**src/rtl/pswrl_pkg.sv**
```systemverilog
// shared types, constants and state encoding for the per-user sliding window rate limiter
// no dependencies; imported by pswrl_cell and the top level

package pswrl_pkg;

  localparam int USER_SLOTS_DEF = 32;
  localparam int MAX_CALLS_DEF  = 5;

  localparam int ID_W   = 16;
  localparam int TIME_W = 32;
  localparam int WIN_W  = 16;
  localparam int LIM_W  = 3;
  localparam int CFG_W  = 16;
  localparam int KEPT_W = 3;

  localparam logic [WIN_W-1:0] WINDOW_RESET = 16'd60;
  localparam logic [LIM_W-1:0] LIMIT_RESET  = 3'd5;

  // configuration register indexes
  localparam logic CFG_WINDOW = 1'b0;
  localparam logic CFG_LIMIT  = 1'b1;

  typedef struct packed {
    logic [ID_W-1:0]   requester_id;
    logic [TIME_W-1:0] now_seconds;
  } in_t;

  typedef struct packed {
    logic              allowed;
    logic [KEPT_W-1:0] calls_in_window;
  } out_t;

  // search token handed from cell to cell
  typedef struct packed {
    logic              vld;
    logic              found;
    logic [TIME_W-1:0] best_time;
  } tok_t;

  // update command broadcast to the cells
  typedef struct packed {
    logic start;
    logic evict;
  } cmd_t;

  // result returned by the updated cell
  typedef struct packed {
    logic              done;
    logic              allowed;
    logic [KEPT_W-1:0] kept;
  } res_t;

  typedef enum logic [2:0] {
    ST_IDLE,
    ST_LAUNCH,
    ST_SCAN,
    ST_UPD,
    ST_WAIT
  } state_t;

endpackage

```
**src/rtl/pswrl_cell.sv**
```systemverilog
// one user slot of the limiter: owner, kept times, search stage and compaction sequencer
// depends on pswrl_pkg

module pswrl_cell #(
  parameter int  USER_SLOTS = pswrl_pkg::USER_SLOTS_DEF,
  parameter int  MAX_CALLS  = pswrl_pkg::MAX_CALLS_DEF,
  parameter int  CELL_IDX   = 0,
  localparam int SLOT_W     = (USER_SLOTS > 1) ? $clog2(USER_SLOTS) : 1
) (
  input  logic                       clk,
  input  logic                       rst_n,
  input  pswrl_pkg::in_t             req,
  input  logic [pswrl_pkg::WIN_W-1:0] window,
  input  logic [pswrl_pkg::LIM_W-1:0] limit,
  input  pswrl_pkg::tok_t            tok_in,
  input  logic [SLOT_W-1:0]          tok_idx_in,
  output pswrl_pkg::tok_t            tok_out,
  output logic [SLOT_W-1:0]          tok_idx_out,
  input  pswrl_pkg::cmd_t            cmd,
  input  logic [SLOT_W-1:0]          cmd_idx,
  output pswrl_pkg::res_t            res
);
  import pswrl_pkg::*;

  localparam int CNT_W  = $clog2(MAX_CALLS + 1);
  localparam int CIDX_W = (MAX_CALLS > 1) ? $clog2(MAX_CALLS) : 1;

  logic                in_use_r, in_use_nxt;
  logic [ID_W-1:0]     owner_r, owner_nxt;
  logic [CNT_W-1:0]    count_r, count_nxt;
  logic [TIME_W-1:0]   times_r   [MAX_CALLS];
  logic [TIME_W-1:0]   times_nxt [MAX_CALLS];
  logic                busy_r, busy_nxt;
  logic [CNT_W-1:0]    rd_r, rd_nxt;
  logic [CNT_W-1:0]    wr_r, wr_nxt;
  logic [CNT_W-1:0]    n_r, n_nxt;
  tok_t                tok_r, tok_nxt;
  logic [SLOT_W-1:0]   tok_idx_r, tok_idx_nxt;
  res_t                res_r, res_nxt;

  logic [CIDX_W-1:0]   rd_idx;
  logic [CIDX_W-1:0]   wr_idx;
  logic [TIME_W-1:0]   t_rd;
  logic                keep;
  logic [LIM_W-1:0]    lim_eff;
  logic                ok;
  logic                sel;

  assign rd_idx  = rd_r[CIDX_W-1:0];
  assign wr_idx  = wr_r[CIDX_W-1:0];
  assign t_rd    = times_r[rd_idx];
  assign keep    = (t_rd > req.now_seconds) ? (window != '0)
                 : ((req.now_seconds - t_rd) < TIME_W'(window));
  assign lim_eff = (limit > LIM_W'(MAX_CALLS)) ? LIM_W'(MAX_CALLS) : limit;
  assign ok      = LIM_W'(wr_r) < lim_eff;
  assign sel     = cmd.start && (cmd_idx == SLOT_W'(CELL_IDX));

  always_comb begin
    in_use_nxt  = in_use_r;
    owner_nxt   = owner_r;
    count_nxt   = count_r;
    times_nxt   = times_r;
    busy_nxt    = busy_r;
    rd_nxt      = rd_r;
    wr_nxt      = wr_r;
    n_nxt       = n_r;
    tok_nxt     = tok_in;
    tok_idx_nxt = tok_idx_in;
    res_nxt     = '0;

    // search stage
    if (tok_in.vld && !tok_in.found) begin
      if (!in_use_r || owner_r == req.requester_id) begin
        tok_nxt.found = 1'b1;
        tok_idx_nxt   = SLOT_W'(CELL_IDX);
      end else if (count_r != '0 && times_r[0] < tok_in.best_time) begin
        tok_nxt.best_time = times_r[0];
        tok_idx_nxt       = SLOT_W'(CELL_IDX);
      end
    end

    // update sequencer
    if (sel) begin
      in_use_nxt = 1'b1;
      owner_nxt  = req.requester_id;
      n_nxt      = cmd.evict ? '0 : count_r;
      if (cmd.evict) begin
        count_nxt = '0;
      end
      rd_nxt   = '0;
      wr_nxt   = '0;
      busy_nxt = 1'b1;
    end else if (busy_r) begin
      if (rd_r != n_r) begin
        if (keep) begin
          times_nxt[wr_idx] = t_rd;
          wr_nxt            = wr_r + 1'b1;
        end
        rd_nxt = rd_r + 1'b1;
      end else begin
        if (ok) begin
          times_nxt[wr_idx] = req.now_seconds;
        end
        count_nxt       = wr_r + CNT_W'(ok);
        busy_nxt        = 1'b0;
        res_nxt.done    = 1'b1;
        res_nxt.allowed = ok;
        res_nxt.kept    = KEPT_W'(wr_r + CNT_W'(ok));
      end
    end
  end

  always_ff @(posedge clk) begin
    if (!rst_n) begin
      in_use_r <= 1'b0;
      count_r  <= '0;
      busy_r   <= 1'b0;
      tok_r    <= '0;
      res_r    <= '0;
    end else begin
      in_use_r <= in_use_nxt;
      count_r  <= count_nxt;
      busy_r   <= busy_nxt;
      tok_r    <= tok_nxt;
      res_r    <= res_nxt;
    end
  end

  always_ff @(posedge clk) begin
    owner_r   <= owner_nxt;
    times_r   <= times_nxt;
    rd_r      <= rd_nxt;
    wr_r      <= wr_nxt;
    n_r       <= n_nxt;
    tok_idx_r <= tok_idx_nxt;
  end

  assign tok_out     = tok_r;
  assign tok_idx_out = tok_idx_r;
  assign res         = res_r;

endmodule

```
**config.mk**
```make
export PLATFORM = sky130hd
export DESIGN_NAME = pswrl_cell
export DESIGN_NICKNAME = d
export VERILOG_FILES = /design/src/rtl/pswrl_pkg.sv /design/src/rtl/pswrl_cell.sv
export SDC_FILE = /design/constraint.sdc
export NUM_CORES = 1
export LEC_CHECK = 0
export BUFFER_PORTS_ARGS = -buffer_cell sky130_fd_sc_hd__buf_2
export CAP_MARGIN = 40
export CORE_MARGIN = 1.5
export CORE_UTILIZATION = 61
export CTS_BUF_LIST = sky130_fd_sc_hd__clkbuf_4 sky130_fd_sc_hd__clkbuf_8
export DETAILED_ROUTE_END_ITERATION = 7
export PLACE_DENSITY = 0.93
export SETUP_SLACK_MARGIN = 0.4
export SYNTH_ARGS = -nofsm -noshare
export SYNTH_HDL_FRONTEND = slang
export SYNTH_SLANG_ARGS = --single-unit
```
**constraint.sdc**
```tcl
create_clock -name clk -period 7.75 [get_ports clk]
set_input_delay 1.9375 -clock clk [delete_from_list [all_inputs] [get_ports clk]]
set_output_delay 1.9375 -clock clk [all_outputs]
set_load 0.02 [all_outputs]
```
==> metrics, run 1 <==
status=finished clean; die width=approximately 150 um; max incr delay on CP=approximately 0.65 ns; CTS buffer count=36; Hold Path Depth=2; share of cells above drive strength 1=20.5%; Avg Synthesized Cell Area=between 10 and 15 um2; WP buf/inv=2; Hold Violations, Final=0; DR vias/cell=between 6 and 7; hold_sp=count_r[1]; Via Count=roughly 11k; CP Class=flip-flop to flip-flop; drt pass-1 iters=6; crit end category=flip-flop; Reg-to-Reg Start=rd_idx[0]; power density cells=about 370 nW/um2; die area=approximately 22,000 um2; largest net degree at the start of global routing=71; Min-Delay Endpoint=count_r[1]; RSZ-0062 raised after global routing=no; hold crit path type=flip-flop to flip-flop; Routability Congestion=approximately 0.92; Max-Cap Viols=0; clk buf depth=3; Final ANT Viol Nets=0; initial antenna violation count=0; Slowest-stage cell, CP=dfxtp_2; Starting Density=approximately 62%; drt wl/cell=21.8 um; WP data required=between 7 and 8 ns; Mapped Area=13,100 um2; IO Pins=about 160; setup bufs post-CTS=0; Core ar.=about 21,000 um2; VDD IR max=approximately 260 uV; die extent in y=about 150 um; LEAKAGE=approximately 6.3 nW; largest family of logic cells by synthesized area=simple AND/OR/NAND/NOR gates; post-synthesis cell type count=64; diode count=0; Fin Hold WS=~0.51 ns; Worst Skew=~0.028 ns; Critical Path Start Type=flip-flop; most frequent cells in the layout=nor2_1, edfxtp_1, buf_2; grt ovf=0; FF+latch count, synth=234; Top delay family on crit path=simple AND/OR/NAND/NOR gates; GRT Util Overall=33.6%; crit path max fanout=32; Resize count post-CTS=0; H-tree lvl count=2; CTS tree=done; fraction of registers with async set/reset=0%; Port Buffer Count=~160; Critical Path AT=approximately 6.8 ns; Post-Synth Simple-Gate Area=around 15%; clock sinks=roughly 230; Post-Synthesis Cells=about 1.2k; fillcell total=1,362; Fmax=151 MHz; Worst Tran Pin Value=~1.1 ns; Top FF cell, synth=edfxtp_1; first-pass GRT wire length=roughly 57,000 um; Synth Area in XOR/XNOR=under 10%; Fin Setup TNS=0 ns; Adder-Cell Fraction of Synth Area=slightly above 8%; Slew HR=between 20 and 30%; DRC viols=0; reg2reg end=times_r[118]; sequential fraction of the synthesis area=between 40% and 50%; fin crit period=about 6.6 ns; syn nets=~1.4k; number of flops mapped to enable cells by yosys=~180; # hold bufs at CTS=0; most common cell after layout, fill and taps aside=nor2_1; Synth Area in Compound Gates=12.5%; Cell Rows=53; initial detailed-routing violation count=between 1k and 1.5k; # setup viols final=0; multiplexer share of the synthesized area=between 8 and 9%; part of the cycle the worst path needs=between 80 and 90%; R2R cell count=21; vias in the first global route=10.5k; worst skew pair latency=around 0.54 ns; aggregate routed wire length=36,800 um; Area Growth Syn to Fin=14.2%; Final Max Tran Viols=0; clock root buffer=clkbuf_8; CP Cell Sequence=buf_4 > mux4_2 > a22oi_1 > ha_1 > nand4_2 > nor3_1 > o21ai_0 > nand3_1 > xor2_1 > ha_1 > a21o_1 > a21o_1 > a22oi_1 > nand3_1 > nor4_1 > o2111ai_1 > nor4_1 > nand4_1 > a31o_2 > nor2_2 > buf_4; NumNets Final=1,585; Worst-path clk slew=around 0.07 ns; Synth warnings=0; dpl hpwl=around 27,000 um; R2R setup slack=1.15 ns
-- state kept, by name, indices dropped and copies added (netlist names) --
register / cells
tok_out: 34
tok_idx_out: 5
in_use_r: 1
count_r: 3
n_r: 3
busy_r: 1
rd_idx: 3
owner_r: 16
wr_idx: 3
times_r: 160
res: 5
-- stage by stage --
step | instances | util [%] | worst slack [ns] | cell area, um2 | power (mW)
after floorplan | 1234 | - | 0.600 | 13100 | 3.54
after global placement | 1620 | 67.1 | 0.929 | 14100 | 4.15
after detailed placement | 1621 | 67.3 | 0.832 | 14100 | 4.27
after CTS | 1686 | 71.0 | 1.20 | 14900 | 5.42
after global routing | 1686 | 71.0 | 0.605 | 14900 | 5.81
final | 1686 | 71.0 | 1.15 | 14900 | 5.49
-- logic make-up (layout without fill, tap and decap cells) --
| family | Yosys count | in the layout |
|---|---|---|
| adders and majority gates | 86 | 86 |
| AOI/OAI and AO/OA | 251 | 251 |
| DFF | 234 | 234 |
| buffers and inverters | 128 | 305 |
| xor gates and xnor gates | 40 | 40 |
| and+or+nand+nor | 425 | 425 |
| muxes | 70 | 70 |
-- routing by layer --
layer	GRT usage [%]	vias up	share of wire, %
met3	7.77	156	12
met1	44.2	5005	37
met4	14.0	0	4.4
met2	53.6	813	47
met5	0	-	0
li1	-	4803	-
-- power by group --
| part | switching [mW] | internal (mW) | leakage [nW] |
|---|---|---|---|
| combinational | 1.86 | 1.01 | 3.84 |
| sequential | 0.0640 | 1.44 | 2.01 |
| clock | 0.488 | 0.635 | 0.409 |
| total | 2.41 | 3.08 | 6.26 |
-- how the worst max path moves through the flow --
stage	from	end	cells past startpoint
detailed placement	req[0]	times_r[127]	21
CTS	rd_idx[0]	times_r[121]	21
floorplan	req[0]	times_r[0]	19
global placement	req[0]	times_r[123]	21
finish	rd_idx[0]	times_r[118]	21
global route	rd_idx[0]	times_r[121]	21
-- worst register-to-register path, cell delays in order, from the launching register on --
cell       delay, ns
dfxtp_2         0.65
buf_4           0.53
mux4_2          0.60
a22oi_1         0.36
ha_1            0.34
nand4_2         0.20
nor3_1          0.19
o21ai_0         0.13
nand3_1         0.15
xor2_1          0.20
ha_1            0.28
a21o_1          0.16
a21o_1          0.17
a22oi_1         0.14
nand3_1         0.10
nor4_1          0.25
o2111ai_1       0.17
nor4_1          0.31
nand4_1         0.32
a31o_2          0.42
nor2_2          0.12
buf_4           0.43
-- cell usage after synthesis (all sizes together) (34+ instances only) --
| cell type | count | area, um2 |
|---|---|---|
| nand2 | 85 | 322 |
| nor2 | 200 | 751 |
| o21ai | 64 | 320 |
| edfxtp | 179 | 5380 |
| dfxtp | 55 | 1100 |
| ha | 85 | 1060 |
| a21oi | 54 | 274 |
| clkbuf | 45 | 169 |
| inv | 63 | 236 |
| nor2b | 39 | 244 |
| a22oi | 34 | 255 |
| mux2i | 38 | 380 |
-- cell type report --
cell class / count / area (um2) / area share, %
flip-flops and latches: 234 / 6480 / 43.4
well taps: 275 / 344 / 2.31
clock buffers: 51 / 639 / 4.28
clock inverters: 14 / 145 / 0.973
multi-input cells: 872 / 6130 / 41.1
repair buffers: 176 / 946 / 6.34
inverters: 64 / 240 / 1.61
(Power assumes the default switching activity.)
==> run 2, diff against run 1 <==
- PLACE_DENSITY: 0.93 -> 0.82
==> run 2 against run 1 <==
Sequential power about the same. Core utilization is 0.21 points higher. Global-route usage shrank 3.2 points. Power about the same. Largest power group unchanged. Wire length down 8.8%. First-iteration DRC count shrank 29%. Maximum frequency shrank 2.7%. Clock skew fell by 0.0021 ns. Die area unchanged.
==> metrics, run 2 (synthesis gave the netlist of run 1 again) <==
Core ar.=21,000 um2 (unchanged); largest net degree at the start of global routing=71 (unchanged); Psw=2.37 mW (-1.6%); Routability Congestion=0.946 (+2.4%); clock sinks=234 (unchanged); NumNets Final=1,585 (unchanged); part of the power in the clock network=21.0% (+0.6 points); Port Buffer Count=158 (unchanged); Final ANT Viol Nets=0 (unchanged); GRT Util Overall=30.4% (-3.2 points); Worst Tran Pin Value=0.932 ns (-0.141 ns); dpl hpwl=24,500 um (-7.9%); Cell Int Power=3.12 mW (+1.2%); first-pass GRT wire length=52,000 um (-8.7%); Fin Setup TNS=0 ns (unchanged); Fmax=147 MHz (-2.7%); share of cells above drive strength 1=20.3% (-0.17 points); Final Max Tran Viols=0 (unchanged); H-tree lvl count=2 (unchanged); drt pass-1 iters=7 (+1); # setup viols final=0 (unchanged); Multi-input gate area=6130 um2 (unchanged); reg2reg end=times_r[85]; Switching Share=43.2% (-0.70 points); fin crit period=6.79 ns (+0.184 ns); part of the cycle the worst path needs=87.6% (+2.4 points); most common cell after layout, fill and taps aside=nor2_1; Max-Cap Viols=0 (unchanged); Comb pwr share=51.6% (-0.6 points); die area=22,300 um2 (unchanged); CTS buffer count=37 (+2.8%); # hold bufs at CTS=0 (unchanged); Reg power frac=27.3% (about the same); WP data required=7.91 ns (about the same); IO Pins=159 (unchanged); Cell Rows=53 (unchanged); initial antenna violation count=0 (unchanged); worst skew pair latency=0.54 ns (about the same); clock root buffer=clkbuf_8; vias in the first global route=9,968 (-5.0%); Worst Skew=0.0262 ns (-0.00209 ns); aggregate routed wire length=33,500 um (-8.8%); crit path capture=times_r[85]; Via Count=10.3k (-4.0%); drt wl/cell=19.9 um (-8.9%); hold crit path type=flip-flop to flip-flop; Reg with most FFs=times_r; max reg flops=160 (unchanged); crit path launch=rd_idx[0]; Area Growth Syn to Fin=14.5%; CTS tree=done; Slew HR=37.2% (+9.5 points); Reg-to-Reg Start=rd_idx[0]; setup bufs post-CTS=0 (unchanged); RSZ-0062 raised after global routing=no; die width=149 um (unchanged); grt ovf=0 (unchanged); R2R cell count=21 (unchanged); Critical Path Start Type=flip-flop; fillcell total=1,466 (+7.6%); diode count=0 (unchanged); most frequent cells in the layout=nor2_1, edfxtp_1, buf_2; Starting Density=62.2% (unchanged); crit path max fanout=32 (unchanged); Fin Hold WS=0.495 ns (-0.0118 ns); area occupied by registers=6480 um2 (unchanged); LEAKAGE=6.28 nW (+0.27%); clk buf depth=3 (unchanged); Critical Path AT=6.95 ns (+0.19 ns); DRC viols=0 (unchanged); VDD IR max=279 uV (+9.1%); Hold Violations, Final=0 (unchanged); final core utilization=71.2% (+0.21 points); R2R setup slack=0.96 ns (-0.18 ns); Worst-path clk slew=0.07 ns (about the same); status=finished clean; initial detailed-routing violation count=1,026 (-29%); Resize count post-CTS=0 (unchanged); DR vias/cell=6.13 (-4.1%); crit end category=flip-flop; CP Class=flip-flop to flip-flop; power density cells=367 nW/um2 (-0.34%); die extent in y=149 um (unchanged)
-- run 2: area by class of cell --
cell class | count | area share [%]
Inverter | 64 | 1.60
Clock buffer | 51 | 4.27
Sequential cell | 234 | 43.3
Tap cell | 275 | 2.30
Clock inverter | 17 | 1.19
Timing Repair Buffer | 175 | 6.40
Multi-Input combinational cell | 872 | 41.0
-- run 2: through the flow --
step	instances	total power [mW]	setup WS (ns)	instance area (um2)
floorplan	1234	3.54	0.600	13100
global placement	1618	4.20	0.932	14100
detailed placement	1620	4.28	0.754	14200
CTS	1688	5.45	1.06	15000
global route	1688	5.81	0.589	15000
finish	1688	5.49	0.962	15000
-- run 2: power groups by stage --
stage / Sequential, mW / Combinational (mW) / Clock [mW]
finish: 1.50 / 2.84 / 1.15
global route: 1.51 / 3.09 / 1.21
CTS: 1.50 / 2.79 / 1.16
detailed placement: 1.53 / 2.76 / 0
global placement: 1.52 / 2.68 / 0
floorplan: 1.49 / 2.04 / 0
-- run 2: worst min path at each step --
stage / slack, ns / cells after the start / start / to
6_report: 0.50 / 2 / count_r[0] / count_r[0]
5_1_grt: 0.55 / 1 / in_use_r / in_use_r
4_1_cts: 0.50 / 2 / count_r[0] / count_r[0]
3_5_place_dp: 0.49 / 2 / count_r[0] / count_r[0]
3_3_place_gp: 0.48 / 2 / count_r[1] / count_r[1]
2_1_floorplan: 0.46 / 1 / in_use_r / in_use_r
-- run 2: metal layers --
| layer | track usage (%) | vias up | wire length (um) |
|---|---|---|---|
| li1 | - | 4803 | - |
| met1 | 41.0 | 4947 | 13500 |
| met2 | 49.8 | 534 | 16000 |
| met3 | 5.75 | 63 | 3210 |
| met4 | 9.46 | 0 | 836 |
| met5 | 0 | - | 0 |
-- run 2: critical path, cell delays in order (launching register included) --
cell       delay [ns]
dfxtp_2          0.81
mux4_2           0.65
a22o_1           0.23
ha_1             0.22
fa_1             0.41
nand2b_1         0.19
a21oi_1          0.30
o21ai_1          0.24
o21ai_0          0.31
a21oi_1          0.14
xnor2_1          0.16
ha_1             0.31
a21o_1           0.17
a22oi_1          0.14
nand3_1          0.10
nor4_1           0.26
o2111ai_1        0.14
nor4_1           0.29
nand4_1          0.35
a31o_2           0.43
nor2_2           0.13
buf_4            0.42
